## src/design/aks_ram.sv

```systemverilog
// generic simple dual port ram with registered read
`default_nettype none
module aks_ram #(
    parameter int WIDTH = 8,
    parameter int DEPTH = 16
) (
    input  wire logic                     clk,
    input  wire logic                     we,
    input  wire logic [$clog2(DEPTH)-1:0] waddr,
    input  wire logic [WIDTH-1:0]         wdata,
    input  wire logic [$clog2(DEPTH)-1:0] raddr,
    output logic      [WIDTH-1:0]         rdata
);
    logic [WIDTH-1:0] mem [DEPTH];

    always_ff @(posedge clk)
    begin
        if (we)
        begin
            mem[waddr] <= wdata;
        end
        rdata <= mem[raddr];
    end
endmodule
`default_nettype wire

```

## config.mk

```make
export PLATFORM = sky130hd
export DESIGN_NAME = aks_ram
export DESIGN_NICKNAME = d
export VERILOG_FILES = /design/src/design/aks_ram.sv
export SDC_FILE = /design/constraint.sdc
export NUM_CORES = 1
export LEC_CHECK = 0
export ABC_AREA = 1
export BUFFER_PORTS_ARGS = -buffer_cell sky130_fd_sc_hd__buf_2
export CORE_UTILIZATION = 50
export CTS_BUF_LIST = sky130_fd_sc_hd__clkbuf_16
export CTS_CLUSTER_DIAMETER = 40
export DETAILED_ROUTE_END_ITERATION = 8
export GPL_TIMING_DRIVEN = 0
export PLACE_DENSITY = 0.66
export SYNTH_ARGS = -nofsm -noshare
export SYNTH_HDL_FRONTEND = slang
export SYNTH_SLANG_ARGS = --single-unit
```

## constraint.sdc

```tcl
create_clock -name clk -period 1.6 [get_ports clk]
set_input_delay 0.16 -clock clk [delete_from_list [all_inputs] [get_ports clk]]
set_output_delay 0.16 -clock clk [all_outputs]
set_load 0.01 [all_outputs]
```

==> flow_metrics.py <==
metrics = {
    "worst_setup_path": {
        "reg2reg_slack_ns": 0.57,
        "crit_path_top_delay_cell": "nor2_1",
        "r2r-end": "rdata[5]$_DFF_P_",
        "cpLargestDelayFamily": "simple AND/OR/NAND/NOR gates",
        "crit_end": "mem[6][1]$_DFFE_PP_",
        "cp.arrival_ns": 1.32,
        "cp.required_ns": 1.63,
        "cp-start-kind": "input port",
        "path_class": "in2reg",
        "end_kind": "register",
        "slowest_delay_ns": 0.77,
        "critPathBufInv": 1,
        "r2r_cells": 6,
        "crit_cells": 3,
        "crit_chain": "buf_2, nand3b_1, nor2_1",
        "crit_path_start": "waddr[3]",
        "r2r_start": "mem[11][5]$_DFFE_PP_",
        "critPathMaxFanout": 8,
    },
    "route": {
        "antenna_left": 0,
        "vias_per_cell": 5.18,
        "routed_wl_um": 13900,
        "routedWlPerCell_um": 18.6,
        "drtIter0Drc": 310,
        "vias": 3858,
        "drc": 0,
        "detail_route.first_pass.iterations": 5,
    },
    "power": {
        "peakVddDrop_mv": 0.701,
        "finalPower_w": 0.00806,
        "power.density_nw_per_um2": 1220,
        "power.leakage_nw": 2.87,
    },
    "synthesis": {
        "ys_seq_area_share_pct": 69.4,
        "synth_nets": 569,
        "netlist_instances": 551,
        "syn_area_um2": 5770,
        "postSynthAreaPerCell_um2": 10.5,
        "synth_seq_cells": 136,
        "yosysWarnings": 0,
        "ys_types": 12,
    },
    "sta": {
        "finalCritPeriodShare_pct": 80.1,
        "min_period_ns": 1.28,
        "rsz0062_at_grt": "false",
        "drv_slew": 0,
        "skew_ns": 0.00886,
        "max_freq_ghz": 0.780,
        "worst_slew_pin_slew_ns": 0.942,
        "hold_viol_final": 0,
        "setup_viol": 0,
        "max_slew_margin_pct": 37.0,
    },
    "floorplanning": {
        "die-area_um2": 12000,
        "io_pins": 26,
        "die_w_um": 109,
        "die_y_um": 109,
        "rows": 38,
        "initial_core_util_pct": 52.3,
        "core_area_um2": 11000,
    },
    "grt": {
        "grt_pass1_wl_um": 20700,
        "antenna_found_initial": 0,
        "grt_start_max_net_pins": 17,
        "grt_pass1_vias": 3605,
        "grt.total_usage_pct": 25.3,
        "globalRouteOverflowTotal": 0,
    },
    "clock_network": {
        "numCtsBuffers": 17,
        "cts_tree": "built",
        "clk_pin_slew_ns": 0.06,
        "cts_resized": 0,
        "htree_levels": 4,
        "clockRootBuffer": "clkbuf_16",
        "cts.sinks": 136,
        "cts_hold_buffers": 0,
        "insertion_delay_ns": 0.41,
        "clk_path_buf_depth": 2,
        "post_cts_buffers": 0,
    },
    "finish": {
        "layout_commonest_cell": "nand2_1",
        "drive_gt1_share_pct": 12.4,
        "finalInstanceArea_um2": 6590,
        "diodes": 0,
        "area_growth_pct": 14.3,
        "final_cell_mix": "nand2_1 (173), edfxtp_1 (128), inv_1 (101)",
        "num-nets-final": 610,
    },
    "flow_run": {
        "max_cap_violations": 0,
    },
    "min_path": {
        "hold_path.class": "in2reg",
        "min_path_cells": 1,
    },
    "run_status": {
        "status": "finished, final reports clean",
    },
    "placement": {
        "gp_congestion": 0.870,
        "place_area_um2": 6050,
        "portBuffers": 22,
        "hpwl_um": 8880,
    },
}
[kinds of logic after synthesis]
family	count (synthesis)	synth area share, %
and+or+nand+nor	289	21.0
DFF	136	69.4
buffers and inverters	126	9.52
[synth_stat cells, drive strengths merged]
master  instances  area share [%]
nand3b          2            0.26
nand2         173              11
edfxtp        128              67
buf            24             2.9
nand3          97             8.4
dfxtp           8             2.8
inv           102             6.6
nor2           17             1.1
[sequential cells by signal, summed over array words and instances, names as in the netlist]
signal	cells
mem	128
rdata	8
[metal layers]
metal  up-vias  GRT usage (%)  part of all wire (%)
met5         -              0                     0
met4         0           10.2                   2.0
met3        25           6.64                   8.8
met2       172           41.1                    49
met1      1799           32.6                    41
li1       1862              -                     -
[report_power, final]
group	switching (W)	internal, W
Combinational	0.000373	0.000153
Sequential	0.0000195	0.00398
Clock	0.00143	0.00210
[cell type report]
cell class                      instances  area, um^2
Clock inverter                         15         115
Buffer                                 24         166
Inverter                              102         383
Sequential cell                       136        4000
Clock buffer                           17         425
Multi-Input combinational cell        289        1210
Tap cell                              140         175
Fill cell                             937        4440
Timing Repair Buffer                   22         110
[how the worst min path moves through the flow]
stage / startpoint / endpoint / slack, ns
final: wdata[1] / mem[3][1]$_DFFE_PP_ / 0.15
after global routing: wdata[1] / mem[3][1]$_DFFE_PP_ / 0.15
after CTS: wdata[1] / mem[3][1]$_DFFE_PP_ / 0.14
after detailed placement: rdata[1]$_DFF_P_ / rdata[1] / 0.55
after global placement: rdata[4]$_DFF_P_ / rdata[4] / 0.55
after floorplan: wdata[0] / mem[0][0]$_DFFE_PP_ / 0.26
[per-stage QoR]
step	TNS, ns	utilization (%)	instances	hold slack, ns	setup slack [ns]
after floorplan	0	-	551	0.259	0.489
final	0	59.8	745	0.147	0.318
after global placement	-0.524	54.9	713	0.555	-0.0300
after detailed placement	-2.33	54.9	713	0.554	-0.147
after CTS	0	59.8	745	0.144	0.281
after global routing	0	59.8	745	0.146	0.243
(Power assumes the default switching activity.)
